### src/hdl/crlc_pkg.sv
package crlc_pkg;

   // Item operations, carried on req_tuser
   typedef enum logic [2:0] {
      OP_AUTO_UPDATE = 3'd0,
      OP_LATCH_CHECK = 3'd1,
      OP_MANUAL_SET  = 3'd2,
      OP_FORCE_OFF   = 3'd3,
      OP_SET_AUTO    = 3'd4
   } op_type;

   // Configuration register indexes
   typedef enum logic [1:0] {
      CSR_ON_DELAY   = 2'd0,
      CSR_OFF_DELAY  = 2'd1,
      CSR_LATCH_MODE = 2'd2,
      CSR_ACTIVE_LOW = 2'd3
   } csr_index_type;

   // Latch modes; the unused code behaves as no latch
   localparam logic [1:0] LATCH_NONE   = 2'd0;
   localparam logic [1:0] LATCH_PULSE  = 2'd1;
   localparam logic [1:0] LATCH_FOLLOW = 2'd2;

   localparam int unsigned TIME_W = 32;

endpackage

### src/hdl/contactor_relay_latch_controller.sv
// Contactor relay controller with optional bistable latch pulse requests.
// Input channel (req_): one item per transfer; req_tuser holds the operation,
// req_tdata holds the one-bit argument and the millisecond timestamp.
// Result channel (rsp_): exactly one result per item, in item order, giving
// the relay state, the pin level, SET/RESET pulse requests and the auto flag.
// Configuration (csr_): one register written per cycle with csr_wr_en high;
// write only while no item is in flight.
// Flow: an accepted item is captured in the input register, evaluated
// against the controller state by one 32-bit subtract and compare, and its
// result is registered in the result register once that stage can advance;
// the result register then offers it on rsp_.
// Throughput: one item per cycle while rsp_tready stays high; the state
// update and the delay compare of the evaluation stage bound it.
// Reset (synchronous) clears both stages and loads relay off, auto following
// on, latch tracker uninitialised and all delays and modes zero.
// When the receiver stalls the result register holds, the input register
// fills, and req_tready falls once both stages are occupied.
module contactor_relay_latch_controller (
   input  logic        clock,
   input  logic        reset,
   input  logic        req_tvalid,
   output logic        req_tready,
   input  logic [39:0] req_tdata,   // [0] bit_arg, [32:1] now_ms, [39:33] zero
   input  logic [2:0]  req_tuser,   // [2:0] operation
   output logic        rsp_tvalid,
   input  logic        rsp_tready,
   output logic [7:0]  rsp_tdata,   // [0] relay_on, [1] pin_level, [2] set_pulse,
                                    // [3] reset_pulse, [4] auto_on, [7:5] zero
   input  logic        csr_wr_en,
   input  logic [1:0]  csr_index,
   input  logic [31:0] csr_wdata
);

   localparam int unsigned TW = crlc_pkg::TIME_W;

   // configuration
   logic [TW-1:0] on_delay_ff;
   logic [TW-1:0] off_delay_ff;
   logic [1:0]    latch_mode_ff;
   logic          active_low_ff;

   // input stage
   logic             in_valid_ff, in_valid_in;
   crlc_pkg::op_type op_ff;
   logic             arg_ff;
   logic [TW-1:0]    now_ff;

   // controller state
   logic          relay_ff,    relay_in;
   logic          auto_ff,     auto_in;
   logic          ready_ff,    ready_in;
   logic          last_ff,     last_in;
   logic          waiting_ff,  waiting_in;
   logic          pending_ff,  pending_in;
   logic [TW-1:0] start_ff,    start_in;

   // result stage
   logic out_valid_ff, out_valid_in;
   logic out_relay_ff, out_pin_ff, out_set_ff, out_reset_ff, out_auto_ff;
   logic set_p, reset_p;

   logic advance;
   logic accept;
   logic [TW-1:0] wait_ms;
   logic [TW-1:0] elapsed;

   assign advance    = !out_valid_ff || rsp_tready;
   assign req_tready = !in_valid_ff || advance;
   assign accept     = req_tvalid && req_tready;

   assign in_valid_in  = accept || (in_valid_ff && !advance);
   assign out_valid_in = advance ? in_valid_ff : out_valid_ff;

   always_comb begin
      relay_in   = relay_ff;
      auto_in    = auto_ff;
      ready_in   = ready_ff;
      last_in    = last_ff;
      waiting_in = waiting_ff;
      pending_in = pending_ff;
      start_in   = start_ff;
      set_p      = 1'b0;
      reset_p    = 1'b0;
      wait_ms    = '0;
      elapsed    = '0;
      case (op_ff)
         crlc_pkg::OP_AUTO_UPDATE: begin
            if (auto_ff) begin
               relay_in = arg_ff;
            end
         end
         crlc_pkg::OP_LATCH_CHECK: begin
            if (latch_mode_ff == crlc_pkg::LATCH_FOLLOW) begin
               if (!ready_ff) begin
                  last_in  = arg_ff;
                  ready_in = 1'b1;
               end else if (arg_ff == last_ff) begin
                  // drop a wait toward the other level
                  if (waiting_ff && (pending_ff != arg_ff)) begin
                     waiting_in = 1'b0;
                  end
               end else begin
                  if (!waiting_ff || (pending_ff != arg_ff)) begin
                     pending_in = arg_ff;
                     start_in   = now_ff;
                     waiting_in = 1'b1;
                  end
                  wait_ms = pending_in ? on_delay_ff : off_delay_ff;
                  elapsed = now_ff - start_in;
                  if (elapsed >= wait_ms) begin
                     set_p      = pending_in;
                     reset_p    = !pending_in;
                     last_in    = pending_in;
                     waiting_in = 1'b0;
                  end
               end
            end
         end
         crlc_pkg::OP_MANUAL_SET: begin
            auto_in = 1'b0;
            if (relay_ff != arg_ff) begin
               relay_in = arg_ff;
               if (latch_mode_ff == crlc_pkg::LATCH_PULSE) begin
                  set_p   = arg_ff;
                  reset_p = !arg_ff;
               end
            end
         end
         crlc_pkg::OP_FORCE_OFF: begin
            relay_in = 1'b0;
            if ((latch_mode_ff == crlc_pkg::LATCH_PULSE) ||
                (latch_mode_ff == crlc_pkg::LATCH_FOLLOW)) begin
               reset_p = 1'b1;
            end
            if (latch_mode_ff == crlc_pkg::LATCH_FOLLOW) begin
               waiting_in = 1'b0;
               pending_in = 1'b0;
               last_in    = 1'b0;
               ready_in   = 1'b1;
               start_in   = now_ff;
            end
         end
         crlc_pkg::OP_SET_AUTO: begin
            auto_in = arg_ff;
         end
         default: begin
         end
      endcase
   end

   always_ff @(posedge clock) begin
      if (reset) begin
         on_delay_ff   <= '0;
         off_delay_ff  <= '0;
         latch_mode_ff <= crlc_pkg::LATCH_NONE;
         active_low_ff <= 1'b0;
      end else if (csr_wr_en) begin
         case (crlc_pkg::csr_index_type'(csr_index))
            crlc_pkg::CSR_ON_DELAY:   on_delay_ff   <= csr_wdata[TW-1:0];
            crlc_pkg::CSR_OFF_DELAY:  off_delay_ff  <= csr_wdata[TW-1:0];
            crlc_pkg::CSR_LATCH_MODE: latch_mode_ff <= csr_wdata[1:0];
            crlc_pkg::CSR_ACTIVE_LOW: active_low_ff <= csr_wdata[0];
            default: begin
            end
         endcase
      end
   end

   always_ff @(posedge clock) begin
      if (reset) begin
         in_valid_ff  <= 1'b0;
         out_valid_ff <= 1'b0;
         relay_ff     <= 1'b0;
         auto_ff      <= 1'b1;
         ready_ff     <= 1'b0;
         last_ff      <= 1'b0;
         waiting_ff   <= 1'b0;
         pending_ff   <= 1'b0;
         start_ff     <= '0;
      end else begin
         in_valid_ff  <= in_valid_in;
         out_valid_ff <= out_valid_in;
         // commit state only as the item moves into the result register
         if (in_valid_ff && advance) begin
            relay_ff   <= relay_in;
            auto_ff    <= auto_in;
            ready_ff   <= ready_in;
            last_ff    <= last_in;
            waiting_ff <= waiting_in;
            pending_ff <= pending_in;
            start_ff   <= start_in;
         end
      end
   end

   always_ff @(posedge clock) begin
      if (accept) begin
         op_ff  <= crlc_pkg::op_type'(req_tuser);
         arg_ff <= req_tdata[0];
         now_ff <= req_tdata[TW:1];
      end
      if (in_valid_ff && advance) begin
         out_relay_ff <= relay_in;
         out_pin_ff   <= relay_in ^ active_low_ff;
         out_set_ff   <= set_p;
         out_reset_ff <= reset_p;
         out_auto_ff  <= auto_in;
      end
   end

   assign rsp_tvalid = out_valid_ff;
   assign rsp_tdata  = {3'b000, out_auto_ff, out_reset_ff, out_set_ff,
                        out_pin_ff, out_relay_ff};

`ifndef SYNTHESIS
   a_one_pulse_line : assert property (@(posedge clock) disable iff (reset)
      out_valid_ff |-> !(out_set_ff && out_reset_ff))
      else $error("both latch pulse lines requested together");

   a_wait_needs_ready : assert property (@(posedge clock) disable iff (reset)
      waiting_ff |-> ready_ff)
      else $error("latch tracker waiting before it was initialised");

   a_accept_fills_input : assert property (@(posedge clock) disable iff (reset)
      (req_tvalid && req_tready) |=> in_valid_ff)
      else $error("accepted item lost from input register");
`endif

endmodule

### config.mk
export PLATFORM = sky130hd
export DESIGN_NAME = contactor_relay_latch_controller
export DESIGN_NICKNAME = d
export VERILOG_FILES = /design/src/hdl/crlc_pkg.sv /design/src/hdl/contactor_relay_latch_controller.sv
export SDC_FILE = /design/constraint.sdc
export NUM_CORES = 1
export LEC_CHECK = 0
export BUFFER_PORTS_ARGS = -buffer_cell sky130_fd_sc_hd__buf_2
export CORE_UTILIZATION = 50
export CTS_CLUSTER_DIAMETER = 200
export CTS_CLUSTER_SIZE = 25
export DETAILED_ROUTE_END_ITERATION = 10
export PLACE_DENSITY = 0.72
export SLEW_MARGIN = 10
export SYNTH_ARGS = -nofsm -noshare
export SYNTH_HDL_FRONTEND = slang
export SYNTH_SLANG_ARGS = --single-unit
### constraint.sdc
create_clock -name clock -period 5.2 [get_ports clock]
set_input_delay 0.52 -clock clock [delete_from_list [all_inputs] [get_ports clock]]
set_output_delay 0.52 -clock clock [all_outputs]
set_load 0.01 [all_outputs]
Word level (Yosys, flattened, before mapping)
Cells that the tools add are included.
{"block": "totals", "reg_bits": 148, "inputBits": 82, "wordCells": 123}
{"block": "classes", "n_addsub": 1, "n_lt_le_gt_ge": 1, "n_eq_ne": 20, "n_mux": 52, "bitwise_logic": 1, "n_reduce_logical": 27}
{"operator": "$mux W32", "count": 10}
{"operator": "$pmux W32 S2", "count": 1}
{"operator": "$mux W1", "count": 34}
{"operator": "$ge A32 B32 Y1", "count": 1}
{"operator": "$sub A32 B32 Y32", "count": 1}
{"operator": "$reduce_and A6 Y1", "count": 2}
{"operator": "$pmux W1 S2", "count": 5}
{"operator": "$ne A3 B3 Y1 const B", "count": 3}
{"operator": "$ne A2 B2 Y1 const B", "count": 4}
{"operator": "$reduce_and A2 Y1", "count": 4}
{"operator": "$reduce_and A7 Y1", "count": 1}
{"operator": "$eq A2 B2 Y1 const B", "count": 3}
{"operator": "$eq A3 B2 Y1 const B", "count": 2}
{"operator": "$logic_not A1 Y1", "count": 6}
{"operator": "$pmux W1 S3", "count": 2}
{"operator": "$logic_or A1 B1 Y1", "count": 5}
{"operator": "$eq A2 B1 Y1 const B", "count": 2}
{"operator": "$logic_and A1 B1 Y1", "count": 4}
{"operator": "$ne A4 B4 Y1 const B", "count": 1}
{"operator": "$eq A3 B1 Y1 const B", "count": 1}
{"operator": "$eq A3 B3 Y1 const B", "count": 1}
{"operator": "$logic_not A3 Y1", "count": 1}
{"operator": "$reduce_and A3 Y1", "count": 1}
{"operator": "$logic_not A2 Y1", "count": 1}
{"operator": "other kinds (5)", "count": 6}

Logic depth before layout (Yosys ltp)
{"block": "depth", "depth_word": 14, "mapped_depth": 26}

Worst setup path after synthesis
OpenSTA, ideal clock, no wires.
{"block": "synth_timing", "path_kind": "register -> register", "startpoint": "reg arg_ff", "endpoint": "reg last_ff", "arrival_time_ns": 5.492, "t_required_ns": 5.069, "path_slack_ns": -0.423, "path_stages_with_launch": 25, "path_buffers": 4, "synth_period_minus_slack_ns": 5.623, "path_cell_list": "edfxtp_1 -> buf_4 -> xnor2_2 -> nand2_2 -> buf_1 -> buf_1 -> mux2i_1 -> ha_1 -> clkbuf_1 -> a211o_1 -> a31oi_1 -> o31ai_1 -> a22oi_2 -> o41ai_4 -> o41ai_2 -> o31ai_4 -> nor4b_1 -> or3_1 -> ha_1 -> a21o_1 -> a21oi_1 -> o21ai_0 -> or4_1 -> mux2i_1 -> a2111oi_0"}
{"block": "synth_between", "elab_chain_len": 12}
{"item": "start: declaration", "line": "contactor_relay_latch_controller.sv:45", "text": "logic arg_ff;"}
{"item": "start signal: assignment", "line": "contactor_relay_latch_controller.sv:199", "text": "arg_ff <= req_tdata[0];"}
{"item": "parallel branches: the longest is 12 deep, another holds $sub A32 B32 Y32"}
{"item": "end signal: assignment", "line": "contactor_relay_latch_controller.sv:188", "text": "last_ff <= last_in;"}
{"item": "end: declaration", "line": "contactor_relay_latch_controller.sv:52", "text": "logic last_ff, last_in;"}
Parallel ways; which one is timed is not known. The select of a mux whose other input is x is not followed.
A chain may end at the register's enable or synchronous reset.

Worst setup path in the final report
Same ends and word-level chain as after synthesis.

==> metrics.md <==
| Metric | Value |
|---|---|
| Worst slew pin tran | `1.14 ns` |
| Bufs and invs on worst path | `2` |
| Peak supply drop | `0.000251 V` |
| Vias per cell | `5.46` |
| Tot Pwr | `0.00304 W` |
| Remaining DRCs | `0` |
| Total CTS buffers | `17` |
| Final Hold Vio Count | `0` |
| Most frequent cell after synthesis | `nand2_1` |
| Status | `complete, no violations` |
| Setup TNS Final | `0 ns` |
| Cell count after placement | `1,234` |
| Critical path type | `reg2reg` |
| Fin nets | `1,187` |
| Hold_buf cts | `0` |
| Crit start category | `register` |
| Syn Inst Count | `956` |
| Top-area cell type share of the netlist area | `25.5%` |
| Relative slew slack | `23.7%` |
| Top post-synthesis cells by count | `nand2_1 (226), a21oi_1 (130), dfxtp_1 (107)` |
| Post-synth EDFFs | `41` |
| Clk sinks | `148` |
| Dpl cell area | `9110 µm²` |
| Power per cell area | `308 nW/µm²` |
| Fin Hold WS | `0.259 ns` |
| Post-Layout Cell Count | `1,272` |
| # IOs | `92` |
| Kind of cell adding the most delay to the critical path | `compound AO/OA/AOI/OAI gates` |
| Synth area leader | `dfxtp_1` |
| Die Y | `132 µm` |
| Setup-failing EPs final | `0` |
| Core Footprint | `16,100 µm²` |
| First-pass GRT wire length | `31,200 µm` |
| Setup slack, reg-to-reg | `0.22 ns` |
| Worst-path maximum fanout | `6` |
| # port buffers | `81` |
| Main flop type after synthesis | `dfxtp_1` |
| Worst EP arrival | `5.29 ns` |
| Leak | `4.08 nW` |
| Synth unique cells | `73` |
| Post-Route WL | `18,900 µm` |
| CTS root buf | `clkbuf_16` |
| Vias | `6,950` |
| Critical Path End Type | `register` |
| Syn. warnings | `0` |
| 1st-pass router iterations | `6` |
| Initial Util | `52.1%` |
| Max stage delay cell, worst path | `edfxtp_1` |
| Final HPWL DP | `12,800 µm` |
| CP max stage delay | `0.53 ns` |
| Mapped cell area | `8390 µm²` |
| GR Overflow Total | `0` |
| Final instance area | `9870 µm²` |
| CP cell instances | `xnor2_4 -> buf_4 -> nand2_4 -> mux2i_1 -> ha_1 -> buf_4 -> a41oi_2 -> o311ai_2 -> a31oi_4 -> o41ai_4 -> o41ai_4 -> o31ai_4 -> nor4b_1 -> or3_1 -> ha_1 -> a21o_1 -> a21oi_2 -> o21ai_2 -> or4_1 -> mux2i_1 -> a2111oi_0` |
| CTS tree | `built` |
| Post-route clock period utilization | `95.7%` |
| Layout cells sized above 1 | `18.2%` |
| Post-DRT Antenna Nets | `0` |
| Placement row count | `46` |
| Routed len/inst | `14.9 µm` |
| Largest net degree at the start of global routing | `108` |
| Worst skew pair latency | `0.43 ns` |
| Worst Hold Class | `in2reg` |
| CTS max path bufs | `2` |
| Initial antenna violation count | `0` |
| DRT iter0 DRCs | `391` |
| Register area share after synthesis | `40.2%` |
| Clock Pin Slew Worst Setup and Hold Paths | `0.07 ns` |
| Synth top area cells | `dfxtp_1 (26%), edfxtp_1 (15%), nand2_1 (10%)` |
| Worst Skew | `0.00958 ns` |
| Yosys reg bits | `148` |
| N_diodes | `0` |
| Slew Limit Fails | `0` |
| P&R area growth vs syn | `17.6%` |
| Die Wd | `132 µm` |
| GRT Overall Usage | `22.4%` |
| Vias in the first global route | `6,349` |
| Minimum clock period | `4.98 ns` |
| H-tree depth | `4` |
| Async set-reset flop share out of synthesis | `0%` |
| Fmax | `201 MHz` |
| Syn_area_per_cell | `8.78 µm²` |
| Placer Congestion | `0.880` |
| Total die area | `17,300 µm²` |
| Worst EP required | `5.51 ns` |
| Max Cap Violations | `0` |
-- timing repair --
item	4_1_cts	5_1_grt
pin swaps	0	15
setup endpoints to repair	1	4
setup buffers	0	5
gates cloned	0	1
gates resized for setup	1	29
-- through the flow --
step | setup WS, ns | util, %
floorplan | 0.00941 | -
global placement | 0.104 | 56.5
detailed placement | 0.0120 | 56.5
CTS | 0.0459 | 60.2
global route | -0.0364 | 61.2
finish | 0.224 | 61.2
-- cell type report --
class / instances / area, µm²
clock buffer: 21 / 483
clock inverter: 11 / 108
fill: 1378 / 6250
inverter: 19 / 71.3
multi-input combinational: 738 / 4860
sequential: 148 / 3370
tap: 216 / 270
timing repair buffer: 119 / 706
-- worst register-to-register path, cell delays in order, from the launching register on --
cell	delay, ns
edfxtp_1	0.53
xnor2_4	0.22
buf_4	0.16
nand2_4	0.14
mux2i_1	0.24
ha_1	0.28
buf_4	0.17
a41oi_2	0.15
o311ai_2	0.15
a31oi_4	0.24
o41ai_4	0.13
o41ai_4	0.38
o31ai_4	0.11
nor4b_1	0.15
or3_1	0.35
ha_1	0.32
a21o_1	0.17
a21oi_2	0.14
o21ai_2	0.11
or4_1	0.48
mux2i_1	0.14
a2111oi_0	0.08
-- cell families after synthesis --
family	Yosys count	share of synthesized area, %
AO/OA/AOI/OAI	234	17.6
XOR/XNOR	35	3.83
adder cells (fa/ha/maj)	63	9.36
buffers and inverters	73	3.67
flip-flops	148	40.2
multiplexers	61	7.29
other	1	0.0447
AND/OR/NAND/NOR	341	18.0
-- layout by cell type (no fill, tap or decap), types with 3 or more instances in the layout --
| cell type | n |
|---|---|
| ha_1 | 60 |
| nor2_1 | 32 |
| nand3_1 | 10 |
| nand2b_1 | 12 |
| xnor2_1 | 23 |
| inv_6 | 5 |
| buf_4 | 38 |
| a2111oi_0 | 3 |
| mux2i_1 | 60 |
| dfxtp_1 | 106 |
| a31oi_1 | 4 |
| a21oi_2 | 5 |
| a21oi_1 | 125 |
| nor2b_1 | 12 |
| clkbuf_16 | 19 |
| nor3_1 | 6 |
| o31ai_1 | 5 |
| o21a_1 | 3 |
| or4_1 | 3 |
| nand4b_1 | 3 |
| inv_1 | 19 |
| xor2_1 | 10 |
| a21o_1 | 23 |
| or3_1 | 3 |
| o21ai_2 | 3 |
| o211ai_1 | 5 |
| nand3b_1 | 3 |
| conb_1 | 3 |
| nand2_1 | 225 |
| o21ai_0 | 22 |
| o21bai_1 | 3 |
| a211oi_1 | 3 |
| nand4_1 | 9 |
| buf_2 | 80 |
| edfxtp_1 | 41 |
-- routing by layer --
metal  track usage, %  share of wire (%)  routed length, µm  up-vias
met5                0                  0                  0        -
met4             6.65                1.3                253        0
met3             5.02                3.8                712       21
met2             37.3                 48               9170      130
met1             28.8                 46               8770     3262
li1                 -                  -                  -     3537
-- final timing paths --
kind,endpoint,cells past startpoint,start
max reg2reg,last_ff,21,arg_ff
min,now_ff[12],1,req_tdata[13]
max,last_ff,21,arg_ff
min reg2reg,on_delay_ff[27],2,on_delay_ff[27]
-- state kept, by name (all words and copies together) (netlist names), 2 cells and up --
| register | count |
|---|---|
| op_ff | 3 |
| now_ff | 32 |
| off_delay_ff | 32 |
| start_ff | 32 |
| latch_mode_ff | 2 |
| on_delay_ff | 32 |
-- power by group --
| group | internal (W) | switching (W) | total (W) | leakage (nW) |
|---|---|---|---|---|
| Clock | 0.000724 | 0.000507 | 0.00123 | 0.290 |
| Combinational | 0.000249 | 0.000303 | 0.000552 | 2.52 |
| Sequential | 0.00123 | 0.0000275 | 0.00125 | 1.27 |
Power figures use the tool's default switching activity.
